<file path="src/design/ttip_pkg.sv">
// Shared types, constants and character helpers for the text to integer parser.
`default_nettype none

package ttip_pkg;

   localparam int VALUE_BITS  = 32;
   localparam int OFFSET_BITS = 16;
   localparam int BASE_BITS   = 6;
   localparam int CH_BITS     = 8;

   // response tdata layout, lowest bit first
   localparam int RSP_VALUE_LSB  = 0;
   localparam int RSP_OVF_BIT    = VALUE_BITS;
   localparam int RSP_CONV_BIT   = VALUE_BITS + 1;
   localparam int RSP_OFFSET_LSB = VALUE_BITS + 2;
   localparam int RSP_USED_BITS  = VALUE_BITS + 2 + OFFSET_BITS;
   localparam int RSP_DATA_BITS  = ((RSP_USED_BITS + 7) / 8) * 8;

   // configuration register indexes
   localparam logic CSR_RADIX    = 1'b0;
   localparam logic CSR_UNSIGNED = 1'b1;

   localparam logic [BASE_BITS-1:0] RADIX_RESET = BASE_BITS'(10);
   localparam logic [BASE_BITS-1:0] BASE_OCT    = BASE_BITS'(8);
   localparam logic [BASE_BITS-1:0] BASE_DEC    = BASE_BITS'(10);
   localparam logic [BASE_BITS-1:0] BASE_HEX    = BASE_BITS'(16);
   // above every legal digit, so it never passes a base check
   localparam logic [BASE_BITS-1:0] NOT_DIGIT   = '1;

   localparam logic [CH_BITS-1:0] CH_TAB   = 8'h09;
   localparam logic [CH_BITS-1:0] CH_CR    = 8'h0d;
   localparam logic [CH_BITS-1:0] CH_SPACE = 8'h20;
   localparam logic [CH_BITS-1:0] CH_PLUS  = 8'h2b;
   localparam logic [CH_BITS-1:0] CH_MINUS = 8'h2d;
   localparam logic [CH_BITS-1:0] CH_0     = 8'h30;
   localparam logic [CH_BITS-1:0] CH_9     = 8'h39;
   localparam logic [CH_BITS-1:0] CH_UA    = 8'h41;
   localparam logic [CH_BITS-1:0] CH_UX    = 8'h58;
   localparam logic [CH_BITS-1:0] CH_UZ    = 8'h5a;
   localparam logic [CH_BITS-1:0] CH_LA    = 8'h61;
   localparam logic [CH_BITS-1:0] CH_LX    = 8'h78;
   localparam logic [CH_BITS-1:0] CH_LZ    = 8'h7a;

   typedef enum logic [2:0] {
      PH_IDLE,
      PH_WS,
      PH_BODY,
      PH_ZERO,
      PH_ZEROX,
      PH_DIG,
      PH_DONE
   } phase_type;

   typedef enum logic [2:0] {
      BOP_HOLD,   // keep effective base
      BOP_RADIX,  // raw radix, 0 or 16 after a leading zero
      BOP_NEW,    // radix, 0 read as decimal
      BOP_ZERO,   // octal or hex after a leading zero
      BOP_HEX     // hex after the 0x prefix
   } base_op_type;

   typedef struct packed {
      logic        clear;
      logic        adv;
      logic        set_neg;
      logic        take;
      logic        mark_any;
      logic        emit;
      base_op_type base_op;
   } cmd_type;

   typedef struct packed {
      logic is_space;
      logic is_sign;
      logic is_zero;
      logic is_x;
      logic is_hex;
      logic auto_radix;
      logic ok_new;
      logic ok_zero;
      logic ok_cur;
   } status_type;

   function automatic logic [BASE_BITS-1:0] digit_of(input logic [CH_BITS-1:0] c);
      logic [BASE_BITS-1:0] d;
      d = NOT_DIGIT;
      if (c inside {[CH_0:CH_9]}) begin
         d = BASE_BITS'(c - CH_0);
      end else if (c inside {[CH_LA:CH_LZ]}) begin
         d = BASE_BITS'(c - CH_LA + 8'd10);
      end else if (c inside {[CH_UA:CH_UZ]}) begin
         d = BASE_BITS'(c - CH_UA + 8'd10);
      end
      return d;
   endfunction

   function automatic logic is_space(input logic [CH_BITS-1:0] c);
      return (c == CH_SPACE) || (c inside {[CH_TAB:CH_CR]});
   endfunction

endpackage

`default_nettype wire

</file>
<file path="src/design/ttip_ctrl.sv">
// Phase sequencer and result valid flag of the text to integer parser.
`default_nettype none

module ttip_ctrl (
   input  wire logic               clock,
   input  wire logic               reset,
   input  wire logic               fire,
   input  wire logic               start,
   input  wire ttip_pkg::status_type status,
   input  wire logic               rsp_tready,
   output ttip_pkg::cmd_type       cmd,
   output logic                    rsp_tvalid
);

   ttip_pkg::phase_type phase_ff, phase_in, phase_cur;
   logic                valid_ff, valid_in;

   // a start flag reopens the string whatever the phase
   assign phase_cur = start ? ttip_pkg::PH_WS : phase_ff;

   always_comb begin
      phase_in = phase_ff;
      if (fire) begin
         phase_in = phase_cur;
         case (phase_cur)
            ttip_pkg::PH_WS, ttip_pkg::PH_BODY: begin
               if (phase_cur == ttip_pkg::PH_WS && status.is_space) begin
                  phase_in = ttip_pkg::PH_WS;
               end else if (phase_cur == ttip_pkg::PH_WS && status.is_sign) begin
                  phase_in = ttip_pkg::PH_BODY;
               end else if (status.auto_radix && status.is_zero) begin
                  phase_in = ttip_pkg::PH_ZERO;
               end else begin
                  phase_in = status.ok_new ? ttip_pkg::PH_DIG : ttip_pkg::PH_DONE;
               end
            end
            ttip_pkg::PH_ZERO: begin
               if (status.is_x) begin
                  phase_in = ttip_pkg::PH_ZEROX;
               end else begin
                  phase_in = status.ok_zero ? ttip_pkg::PH_DIG : ttip_pkg::PH_DONE;
               end
            end
            ttip_pkg::PH_ZEROX: begin
               phase_in = status.is_hex ? ttip_pkg::PH_DIG : ttip_pkg::PH_DONE;
            end
            ttip_pkg::PH_DIG: begin
               phase_in = status.ok_cur ? ttip_pkg::PH_DIG : ttip_pkg::PH_DONE;
            end
            default: begin
               phase_in = phase_cur;
            end
         endcase
      end
   end

   always_comb begin
      cmd         = '0;
      cmd.base_op = ttip_pkg::BOP_HOLD;
      if (fire) begin
         cmd.clear = start;
         case (phase_cur)
            ttip_pkg::PH_WS, ttip_pkg::PH_BODY: begin
               if (phase_cur == ttip_pkg::PH_WS && status.is_space) begin
                  cmd.adv = 1'b1;
               end else if (phase_cur == ttip_pkg::PH_WS && status.is_sign) begin
                  cmd.adv     = 1'b1;
                  cmd.set_neg = 1'b1;
               end else if (status.auto_radix && status.is_zero) begin
                  cmd.adv     = 1'b1;
                  cmd.base_op = ttip_pkg::BOP_RADIX;
               end else begin
                  cmd.base_op = ttip_pkg::BOP_NEW;
                  cmd.take    = 1'b1;
                  cmd.emit    = !status.ok_new;
               end
            end
            ttip_pkg::PH_ZERO: begin
               if (!status.is_x) begin
                  cmd.base_op  = ttip_pkg::BOP_ZERO;
                  cmd.mark_any = 1'b1;
                  cmd.take     = 1'b1;
                  cmd.emit     = !status.ok_zero;
               end
            end
            ttip_pkg::PH_ZEROX: begin
               if (status.is_hex) begin
                  // the x counts once a hex digit confirms the prefix
                  cmd.base_op = ttip_pkg::BOP_HEX;
                  cmd.adv     = 1'b1;
                  cmd.take    = 1'b1;
               end else begin
                  cmd.mark_any = 1'b1;
                  cmd.emit     = 1'b1;
               end
            end
            ttip_pkg::PH_DIG: begin
               cmd.take = 1'b1;
               cmd.emit = !status.ok_cur;
            end
            default: begin
               cmd.take = 1'b0;
            end
         endcase
      end
   end

   always_comb begin
      valid_in = valid_ff;
      if (cmd.emit) begin
         valid_in = 1'b1;
      end else if (rsp_tready) begin
         valid_in = 1'b0;
      end
   end

   always_ff @(posedge clock) begin
      if (reset) begin
         phase_ff <= ttip_pkg::PH_IDLE;
         valid_ff <= 1'b0;
      end else begin
         phase_ff <= phase_in;
         valid_ff <= valid_in;
      end
   end

   assign rsp_tvalid = valid_ff;

endmodule

`default_nettype wire

</file>
<file path="src/design/ttip_dpath.sv">
// Datapath of the text to integer parser: registers, base select, multiply-add and result.
`default_nettype none

module ttip_dpath (
   input  wire logic                                   clock,
   input  wire logic                                   reset,
   input  wire ttip_pkg::cmd_type                      cmd,
   input  wire logic [ttip_pkg::CH_BITS-1:0]           req_ch,
   input  wire logic                                   csr_write,
   input  wire logic                                   csr_index,
   input  wire logic [ttip_pkg::BASE_BITS-1:0]         csr_wdata,
   output ttip_pkg::status_type                        status,
   output logic [ttip_pkg::RSP_DATA_BITS-1:0]          rsp_data
);

   localparam int N         = ttip_pkg::VALUE_BITS;
   localparam int OB        = ttip_pkg::OFFSET_BITS;
   localparam int BB        = ttip_pkg::BASE_BITS;
   localparam int PROD_BITS = N + BB;
   localparam int SUM_BITS  = PROD_BITS + 1;

   logic [BB-1:0] radix_ff, radix_in;
   logic          unsigned_ff, unsigned_in;
   logic [BB-1:0] base_ff, base_in;
   logic          neg_ff, neg_in;
   logic          ovf_ff, ovf_in;
   logic          any_ff, any_in;
   logic [N-1:0]  acc_ff, acc_in;
   logic [OB-1:0] pos_ff, pos_in;
   logic [ttip_pkg::RSP_DATA_BITS-1:0] rsp_data_ff, rsp_data_in;

   logic [BB-1:0]        digit, base_new, base_zero, base_cur, base_take;
   logic                 neg_cur, ovf_cur, any_cur;
   logic [N-1:0]         acc_cur, limit, value;
   logic [OB-1:0]        pos_cur;
   logic [PROD_BITS-1:0] prod;
   logic [SUM_BITS-1:0]  sum;
   logic                 take_ok, ovf_hit;
   logic [1:0]           pos_inc;
   logic [OB:0]          pos_sum;

   // configuration
   always_comb begin
      radix_in    = radix_ff;
      unsigned_in = unsigned_ff;
      if (csr_write) begin
         case (csr_index)
            ttip_pkg::CSR_RADIX:    radix_in    = csr_wdata;
            ttip_pkg::CSR_UNSIGNED: unsigned_in = csr_wdata[0];
            default:                radix_in    = radix_ff;
         endcase
      end
   end

   // character classes
   assign digit     = ttip_pkg::digit_of(req_ch);
   assign base_new  = (radix_ff == '0) ? ttip_pkg::BASE_DEC : radix_ff;
   assign base_zero = (base_ff == '0) ? ttip_pkg::BASE_OCT : ttip_pkg::BASE_HEX;
   assign base_cur  = (base_ff == '0) ? ttip_pkg::BASE_DEC : base_ff;

   always_comb begin
      status            = '0;
      status.is_space   = ttip_pkg::is_space(req_ch);
      status.is_sign    = (req_ch == ttip_pkg::CH_PLUS) || (req_ch == ttip_pkg::CH_MINUS);
      status.is_zero    = (req_ch == ttip_pkg::CH_0);
      status.is_x       = (req_ch == ttip_pkg::CH_LX) || (req_ch == ttip_pkg::CH_UX);
      status.is_hex     = (digit < ttip_pkg::BASE_HEX);
      status.auto_radix = (radix_ff == '0) || (radix_ff == ttip_pkg::BASE_HEX);
      status.ok_new     = (digit < base_new);
      status.ok_zero    = (digit < base_zero);
      status.ok_cur     = (digit < base_cur);
   end

   // a new string starts from cleared state in the same cycle
   assign neg_cur = cmd.clear ? 1'b0 : neg_ff;
   assign ovf_cur = cmd.clear ? 1'b0 : ovf_ff;
   assign any_cur = cmd.clear ? 1'b0 : any_ff;
   assign acc_cur = cmd.clear ? '0 : acc_ff;
   assign pos_cur = cmd.clear ? '0 : pos_ff;

   always_comb begin
      case (cmd.base_op)
         ttip_pkg::BOP_HOLD:  base_in = base_ff;
         ttip_pkg::BOP_RADIX: base_in = radix_ff;
         ttip_pkg::BOP_NEW:   base_in = base_new;
         ttip_pkg::BOP_ZERO:  base_in = base_zero;
         ttip_pkg::BOP_HEX:   base_in = ttip_pkg::BASE_HEX;
         default:             base_in = base_ff;
      endcase
   end

   assign base_take = (base_in == '0) ? ttip_pkg::BASE_DEC : base_in;
   assign take_ok   = cmd.take && (digit < base_take);

   assign neg_in = cmd.set_neg ? (req_ch == ttip_pkg::CH_MINUS) : neg_cur;

   // limit is the magnitude bound: all ones unsigned, 2^(N-1) for minus, else 2^(N-1)-1
   always_comb begin
      if (unsigned_ff) begin
         limit = '1;
      end else if (neg_in) begin
         limit = {1'b1, {(N-1){1'b0}}};
      end else begin
         limit = {1'b0, {(N-1){1'b1}}};
      end
   end

   // acc*base+d above the limit is the same test as acc > cut or acc == cut and d > rem
   assign prod    = PROD_BITS'(acc_cur) * PROD_BITS'(base_take);
   assign sum     = SUM_BITS'(prod) + SUM_BITS'(digit);
   assign ovf_hit = ovf_cur || (sum > SUM_BITS'(limit));

   assign acc_in = (take_ok && !ovf_hit) ? sum[N-1:0] : acc_cur;
   assign ovf_in = take_ok ? ovf_hit : ovf_cur;
   assign any_in = any_cur || take_ok || cmd.mark_any;

   assign pos_inc = {1'b0, cmd.adv} + {1'b0, take_ok};
   assign pos_sum = {1'b0, pos_cur} + (OB+1)'(pos_inc);
   assign pos_in  = pos_sum[OB] ? '1 : pos_sum[OB-1:0];

   always_comb begin
      if (ovf_in) begin
         if (unsigned_ff) begin
            value = '1;
         end else if (neg_in) begin
            value = {1'b1, {(N-1){1'b0}}};
         end else begin
            value = {1'b0, {(N-1){1'b1}}};
         end
      end else begin
         value = neg_in ? (~acc_in + N'(1)) : acc_in;
      end
   end

   always_comb begin
      rsp_data_in = rsp_data_ff;
      if (cmd.emit) begin
         rsp_data_in = '0;
         rsp_data_in[ttip_pkg::RSP_VALUE_LSB +: N]   = value;
         rsp_data_in[ttip_pkg::RSP_OVF_BIT]          = ovf_in;
         rsp_data_in[ttip_pkg::RSP_CONV_BIT]         = any_in;
         rsp_data_in[ttip_pkg::RSP_OFFSET_LSB +: OB] = any_in ? pos_in : '0;
      end
   end

   always_ff @(posedge clock) begin
      if (reset) begin
         radix_ff    <= ttip_pkg::RADIX_RESET;
         unsigned_ff <= 1'b0;
         base_ff     <= ttip_pkg::BASE_DEC;
         neg_ff      <= 1'b0;
         ovf_ff      <= 1'b0;
         any_ff      <= 1'b0;
         acc_ff      <= '0;
         pos_ff      <= '0;
      end else begin
         radix_ff    <= radix_in;
         unsigned_ff <= unsigned_in;
         base_ff     <= base_in;
         neg_ff      <= neg_in;
         ovf_ff      <= ovf_in;
         any_ff      <= any_in;
         acc_ff      <= acc_in;
         pos_ff      <= pos_in;
      end
   end

   always_ff @(posedge clock) begin
      rsp_data_ff <= rsp_data_in;
   end

   assign rsp_data = rsp_data_ff;

endmodule

`default_nettype wire

</file>
<file path="src/design/text_to_integer_parser_unit.sv">
// Streaming string to integer converter: top level with handshakes.
// Takes one character per cycle while no result is stalled; each character is processed in the cycle of its transfer.
// The result register loads at the transfer of the character that ends the number;
// rsp_tvalid rises in the next cycle.
// The multiply-add and limit compare of the digit step are combinational.
// While a result waits on rsp_tready, no character is taken.
// Synchronous active-high reset: no string open, radix 10, signed mode, no result pending.
`default_nettype none

module text_to_integer_parser_unit (
   input  wire logic                                  clock,
   input  wire logic                                  reset,
   // character stream
   input  wire logic                                  req_tvalid,
   output logic                                       req_tready,
   input  wire logic [7:0]                            req_tdata,  // [7:0] ch
   input  wire logic                                  req_tuser,  // [0] start_req
   // results
   output logic                                       rsp_tvalid,
   input  wire logic                                  rsp_tready,
   // [31:0] value, [32] overflow, [33] converted, [49:34] end_offset, rest zero
   output logic [ttip_pkg::RSP_DATA_BITS-1:0]         rsp_tdata,
   // configuration writes
   input  wire logic                                  csr_valid,
   output logic                                       csr_ready,
   input  wire logic                                  csr_index,  // 0 radix, 1 unsigned_mode
   input  wire logic [ttip_pkg::BASE_BITS-1:0]        csr_wdata
);

   ttip_pkg::cmd_type    cmd;
   ttip_pkg::status_type status;
   logic                 fire;

   assign req_tready = !rsp_tvalid || rsp_tready;
   assign fire       = req_tvalid && req_tready;
   assign csr_ready  = 1'b1;

   ttip_ctrl u_ctrl (
      .clock      (clock),
      .reset      (reset),
      .fire       (fire),
      .start      (req_tuser),
      .status     (status),
      .rsp_tready (rsp_tready),
      .cmd        (cmd),
      .rsp_tvalid (rsp_tvalid)
   );

   ttip_dpath u_dpath (
      .clock     (clock),
      .reset     (reset),
      .cmd       (cmd),
      .req_ch    (req_tdata),
      .csr_write (csr_valid && csr_ready),
      .csr_index (csr_index),
      .csr_wdata (csr_wdata),
      .status    (status),
      .rsp_data  (rsp_tdata)
   );

endmodule

`default_nettype wire

</file>
<file path="config.mk">
export PLATFORM = sky130hd
export DESIGN_NAME = text_to_integer_parser_unit
export DESIGN_NICKNAME = d
export VERILOG_FILES = /design/src/design/ttip_pkg.sv /design/src/design/ttip_ctrl.sv /design/src/design/ttip_dpath.sv /design/src/design/text_to_integer_parser_unit.sv
export SDC_FILE = /design/constraint.sdc
export NUM_CORES = 1
export LEC_CHECK = 0
export BUFFER_PORTS_ARGS = -buffer_cell sky130_fd_sc_hd__clkbuf_2
export CAP_MARGIN = 20
export CORE_ASPECT_RATIO = 0.6
export CORE_MARGIN = 1
export CORE_UTILIZATION = 60
export CTS_CLUSTER_DIAMETER = 50
export CTS_CLUSTER_SIZE = 24
export DETAILED_ROUTE_END_ITERATION = 16
export GPL_TIMING_DRIVEN = 0
export PLACE_DENSITY = 0.78
export SLEW_MARGIN = 20
export SYNTH_ARGS = -nofsm -noshare
export SYNTH_HDL_FRONTEND = slang
export SYNTH_SLANG_ARGS = --single-unit
</file>
<file path="constraint.sdc">
create_clock -name clock -period 24.2 [get_ports clock]
set_clock_uncertainty 0.15 [all_clocks]
set_input_delay 7.26 -clock clock [delete_from_list [all_inputs] [get_ports clock]]
set_output_delay 7.26 -clock clock [all_outputs]
set_load 0.02 [all_outputs]
</file>
* Word level (Yosys, flattened, before mapping) *
Index checks and enable logic that the tools add are counted.

cells by class
  bitwise logic cells = 2
  multiplexer cells = 55
  add/subtract/negate cells = 9
  reduce and logical (&&, ||, !) cells = 30
  order comparisons = 14
  multiply operators = 1
  eq/ne operators = 16

operators by type and width
  operator                                                            number
  two-way mux 32 bit                                                  6
  two-way mux 6 bit                                                   7
  adder 38 x 6 -> 39 bit                                              1
  > comparator 39 x 32 -> 1 bit                                       1
  multiplier 32 x 6 -> 38 bit                                         1
  adder 32 x 1 -> 32 bit (second input constant)                      1
  equality test 8 x 6 -> 1 bit (second input constant)                4
  two-way mux 16 bit                                                  2
  inverter 32 bit                                                     1
  less-than comparator 6 bit                                          4
  case mux 6 bit (4 select lines)                                     1
  logical NOT 6 bit                                                   3
  two-way mux 3 bit                                                   6
  adder 16 x 2 -> 17 bit                                              1
  equality test 8 x 7 -> 1 bit (second input constant)                2
  greater-or-equal comparator 8 x 7 -> 1 bit (second input constant)  2
  less-or-equal comparator 8 x 7 -> 1 bit (second input constant)     2
  two-way mux 1 bit                                                   16
  two-way mux 2 bit                                                   7
  adder 6 x 4 -> 6 bit (second input constant)                        2
  equality test 3 x 2 -> 1 bit (second input constant)                4
  case mux 3 bit (4 select lines)                                     1
  subtractor 6 bit (second input constant)                            2
  logical AND 1 bit                                                   10
  22 further kinds                                                    40

word-level totals
  logic and storage cells = 139
  input bits = 21
  output and inout port bits = 59
  flip-flop bits (word level) = 118

* Logic depth before layout (Yosys ltp) *
  depth after elaboration = 27
  gate-level depth with buffers = 57
  mapped depth without buffers = 50

* Modules after synthesis *
From an unflattened synthesis, not the netlist that was laid out.

unflattened totals
  cell total of the unflattened synthesis = 1,859
  area, all modules = 15,361.0 µm²

by module, submodules not included
  module                       times used  seq. area each (µm²)  cells an instance  area an instance (µm²)
  ttip_dpath                   1           2,782.7               1,783              14,754.2
  ttip_ctrl                    1           80.1                  72                 573.0
  text_to_integer_parser_unit  1           0.0                   4                  33.8

* Worst setup path before layout *
OpenSTA, ideal clock, no wires.

  path kind = input-to-reg
  from = input port req_tdata[1]
  to = register u_dpath.rsp_data_ff (netlist bit u_dpath.rsp_data[26]), data pin
  arrival time = 19,571 ps
  path buffers = 5
  setup slack = 4,224 ps
  library setup time = 255 ps
  stages = 53
  required time = 23,795 ps
  path through = inv_1 -> ha_1 -> or4b_1 -> nand3b_1 -> a21oi_2 -> or3b_1 -> a22o_2 -> nor3_1 -> a211oi_1 -> a22o_1 -> inv_2 -> nand2_1 -> o41ai_1 -> inv_1 -> clkbuf_1 -> nor2_1 -> fa_1 -> inv_1 -> [17 not listed] -> o22ai_1 -> nand4b_1 -> nor4b_4 -> buf_6 -> buf_6 -> buf_2 -> nor2_1 -> a21oi_1 -> ha_1 -> nand2_1 -> or4b_1 -> nor4_1 -> nand4b_1 -> nand4bb_1 -> or3_1 -> mux2_2 -> a211o_1 -> and3_1

between the ends
  cells in the longest elaborated chain, start to end = 24
  elaborated cells on any way between the ends = 71
  classes of those cells = add/sub: 7; mul: 1; order compare: 11; eq/ne: 10; mux: 26; bitwise: 1; reduce/logical: 15

RTL lines
  element                                                           RTL line                           RTL
  from (decl)                                                       text_to_integer_parser_unit.sv:16  input wire logic [7:0] req_tdata,
  subtractor 6 x 1 -> 6 bit (tied with other cells)                 ttip_pkg.sv:92                     d = BASE_BITS'(c - CH_UA + 8'd10);
  adder 6 x 4 -> 6 bit / logical AND 1 bit (equally long branches)  ttip_pkg.sv:92, ttip_pkg.sv:91
  two-way mux 6 bit                                                 ttip_pkg.sv:91                     end else if (c inside {[CH_UA:CH_UZ]}) begin
  two-way mux 6 bit                                                 ttip_pkg.sv:89                     end else if (c inside {[CH_LA:CH_LZ]}) begin
  two-way mux 6 bit                                                 ttip_pkg.sv:87                     if (c inside {[CH_0:CH_9]}) begin
  less-than comparator 6 x 5 -> 1 bit                               ttip_dpath.sv:67                   status.is_hex = (digit < ttip_pkg::BASE_HEX);
  two-way mux 3 bit                                                 ttip_ctrl.sv:87                    if (status.is_hex) begin
  case mux 3 bit (3 select lines)                                   ttip_ctrl.sv:62                    case (phase_cur)
  [9 not listed]                                                    --
  logical NOT 1 bit                                                 ttip_dpath.sv:113                  assign acc_in = (take_ok && !ovf_hit) ? sum[N-1:0] : acc_cur;
  logical AND 1 bit                                                 ttip_dpath.sv:113
  two-way mux 32 bit                                                ttip_dpath.sv:113
  inverter 32 bit                                                   ttip_dpath.sv:131                  value = neg_in ? (~acc_in + N'(1)) : acc_in;
  adder 32 x 1 -> 32 bit                                            ttip_dpath.sv:131
  two-way mux 32 bit                                                ttip_dpath.sv:131
  two-way mux 32 bit *                                              ttip_dpath.sv:122                  if (ovf_in) begin
  via u_dpath.value[26]                                             ttip_dpath.sv:34                   logic [N-1:0] acc_cur, limit, value;
  to (signal assigned)                                              ttip_dpath.sv:169                  rsp_data_ff <= rsp_data_in;
  to (decl)                                                         ttip_dpath.sv:30                   logic [ttip_pkg::RSP_DATA_BITS-1:0] rsp_data_ff, rsp_data_in;

Mark *: on every way through the listed nets, which the timed path passes. The rest lies on a longest branch.
A chain may end at the register's enable or synchronous reset.

* Final worst setup path *
Ends and elaborated chain as after synthesis.

==> results.sh <==
export IMPL_synthesis_area_sq_mm=0.0153
export IMPL_synth_seq_area_share_pct=18.7
export IMPL_overflow=0
export IMPL_synth_seq_cells=118
export IMPL_finalSetupViolations=0
export IMPL_core_sq_mm=0.0246
export IMPL_antenna_found_initial=0
export IMPL_drc=0
export IMPL_synth_async_reset_ratio_pct=0
export IMPL_max_stage_delay_ps=600
export IMPL_cts_tree="yes"
export IMPL_htreeDepth=4
export IMPL_peakVddDrop_v=0.0000554
export IMPL_drv_cap=0
export IMPL_synth_main_ff_cell="dfxtp_1"
export IMPL_antenna_left=0
export IMPL_layout_nets=2239
export IMPL_top_layer="met4"
export IMPL_grt_pass1_wl_mm=80.9
export IMPL_hold_path_class="flip-flop to flip-flop"
export IMPL_final_util_pct=68.2
export IMPL_wl_per_cell_microns=23.1
export IMPL_fp_dieW_microns=208
export IMPL_layout_cells_non_filler=2282
export IMPL_grt_max_degree=38
export IMPL_crit_slowest_cell="fa_1"
export IMPL_synth_warnings=0
export IMPL_vias=15307
export IMPL_timing_final_crit_period_ps=23940
export IMPL_crit_path_end_kind="flip-flop"
export IMPL_timing_fmax_mhz=41.8
export IMPL_status="finished, final reports clean"
export IMPL_gp_congestion=1.04
export IMPL_hold_buffers=0
export IMPL_worstSkewPairLatency_ps=430
export IMPL_drt_iter0_markers=2446
export IMPL_place_inst=2246
export IMPL_hold_violations=0
export IMPL_wl_met2_mm=19.6
export IMPL_worst_pin_slew_ps=983
export IMPL_ios=80
export IMPL_rows=44
export IMPL_cts_sinks=118
export IMPL_diodes=0
export IMPL_viasPerCell=6.71
export IMPL_clk_pin_slew_worst_paths_ps=60
export IMPL_power_mw=0.638
export IMPL_wl_met3_mm=9.01
export IMPL_fin_crit_sh_pct=98.9
export IMPL_dr_pass1_iters=6
export IMPL_clock_path_buffers=2
export IMPL_final_area_sq_mm=0.0168
export IMPL_criticalPathCategory="input port to flip-flop"
export IMPL_synthToLayoutAreaGrowth_pct=9.72
export IMPL_slew_violations=0
export IMPL_cts_buffers=17
export IMPL_r2r_slack_ps=7110
export IMPL_power_density_mw_per_mm2=38.0
export IMPL_wl_met1_mm=23.0
export IMPL_max_slew_margin_rel_pct=34.5
export IMPL_hold_ws_ps=455
export IMPL_placed_area_sq_mm=0.0161
export IMPL_p_leak_nw=7.86
export IMPL_synth_distinct_cells=92
export IMPL_setup_tns_ps=0
export IMPL_arrival_ps=23960
export IMPL_io_buffers=71
export IMPL_place_ws_ps=-30.9
export IMPL_track_usage_pct=40.4
export IMPL_finalWirelength_mm=52.8
export IMPL_worst_slack_ps=263
export IMPL_drive_gt1_share_pct=10.2
export IMPL_required_ps=24220
export IMPL_synth_area_per_cell_sq_um=8.29
export IMPL_die_area_sq_mm=0.0262
export IMPL_syn_inst=1847
export IMPL_grt_pass1_vias=14106
export IMPL_dpl_hpwl_mm=42.1
export IMPL_dieHeight_microns=126
export IMPL_cp_start_kind="input port"
export IMPL_worstPathMaxFanout=10
export IMPL_root_buffer="clkbuf_16"
export IMPL_start_util_pct=62.2
export IMPL_synth_edf_count=50
[kinds of logic after synthesis]
| family | share of synthesized area, % |
|---|---|
| xor+xnor | 2.06 |
| compound gates | 16.3 |
| other cells | 0.0491 |
| mux | 4.22 |
| flops | 18.7 |
| fa+ha+maj | 28.3 |
| simple gates | 24.0 |
| buf+inv | 6.41 |
[where the power goes]
group	switching [mW]	internal (mW)	leakage (nW)
clock	0.113	0.137	0.278
sequential	0.00456	0.218	1.04
combinational	0.116	0.0503	6.54
total	0.233	0.405	7.86
[flip-flops by register name, indices dropped and copies added, names as in the netlist, 3 cells and up]
signal            count
u_dpath.radix_ff      6
u_ctrl.phase_ff       3
u_dpath.acc_ff       32
u_dpath.pos_ff       16
u_dpath.rsp_data     50
u_dpath.base_ff       6
[cell usage after synthesis, drive strengths merged, types with 21 or more instances]
cell type | count | area share, %
a211oi | 22 | 1.2
a21o | 27 | 1.3
a21oi | 102 | 3.4
and2 | 30 | 1.2
and3 | 30 | 1.2
buf | 23 | 1.0
clkbuf | 76 | 1.9
dfxtp | 68 | 8.9
edfxtp | 50 | 9.8
fa | 125 | 16
ha | 146 | 12
inv | 141 | 3.5
mux2 | 28 | 2.1
mux2i | 33 | 2.2
nand2 | 156 | 3.8
nand3 | 41 | 1.3
nand4 | 21 | 0.86
nor2 | 274 | 6.7
nor2b | 23 | 0.94
nor3 | 57 | 1.9
nor4 | 28 | 1.1
o211ai | 26 | 1.3
o21ai | 53 | 1.7
xnor2 | 21 | 1.2
[routing by layer]
layer,vias to the layer above,GRT usage [%]
met5,-,0
met4,0,11.2
met3,116,14.3
met2,1162,51.5
met1,7321,62.5
li1,6708,-
[critical path, delay by kind of cell]
family / cells / cell delay [ps]
mux: 1 / 290
buf+inv: 9 / 2100
compound gates: 17 / 5310
simple gates: 15 / 4870
xor+xnor: 1 / 440
fa+ha+maj: 8 / 3610
[final cells by class]
type | count | area [sq um]
clock inverters | 15 | 149
well taps | 322 | 403
inverters | 143 | 544
fillers | 2019 | 7820
plain buffers | 99 | 447
multi-input cells | 1492 | 11600
clock buffers | 17 | 425
repair buffers | 76 | 405
flip-flops and latches | 118 | 2860
[worst paths after layout]
| kind | from | endpoint | cells past startpoint |
|---|---|---|---|
| worst min register to register | u_dpath.unsigned_ff$_SDFFE_PP0P_ | u_dpath.unsigned_ff$_SDFFE_PP0P_ | 2 |
| worst max register to register | u_ctrl.rsp_tvalid$_SDFFE_PP0P_ | u_dpath.rsp_data[26]$_DFFE_PP_ | 48 |
| worst max-delay path | req_tdata[1] | u_dpath.rsp_data[26]$_DFFE_PP_ | 51 |
| worst min-delay path | u_dpath.unsigned_ff$_SDFFE_PP0P_ | u_dpath.unsigned_ff$_SDFFE_PP0P_ | 2 |
[repair_timing]
action / 4_1_cts / 5_1_grt
setup endpoints to repair: 0 / 9
resized for setup: 0 / 12
buffers inserted: 0 / 4
[cells in the final DEF (no fill, tap or decap), types with 7 or more instances in the layout]
master / n
a211o_1: 14
a211oi_1: 16
a21o_1: 27
a21oi_1: 100
a31oi_1: 10
and2_1: 28
and3_1: 30
and4_1: 7
buf_4: 13
clkbuf_1: 73
clkbuf_16: 17
clkbuf_2: 74
conb_1: 7
dfxtp_1: 68
edfxtp_1: 50
fa_1: 125
ha_1: 146
inv_1: 139
mux2_2: 28
mux2i_1: 33
nand2_1: 156
nand2b_1: 14
nand3_1: 41
nand3b_1: 11
nand4_1: 21
nor2_1: 273
nor2b_1: 23
nor3_1: 57
nor4_1: 27
o211a_1: 10
o211ai_1: 25
o21a_1: 18
o21ai_0: 51
or2_2: 8
or3_1: 14
or4_1: 19
xnor2_1: 20
xor2_1: 14
No activity file was read; power rests on OpenSTA's default activity.
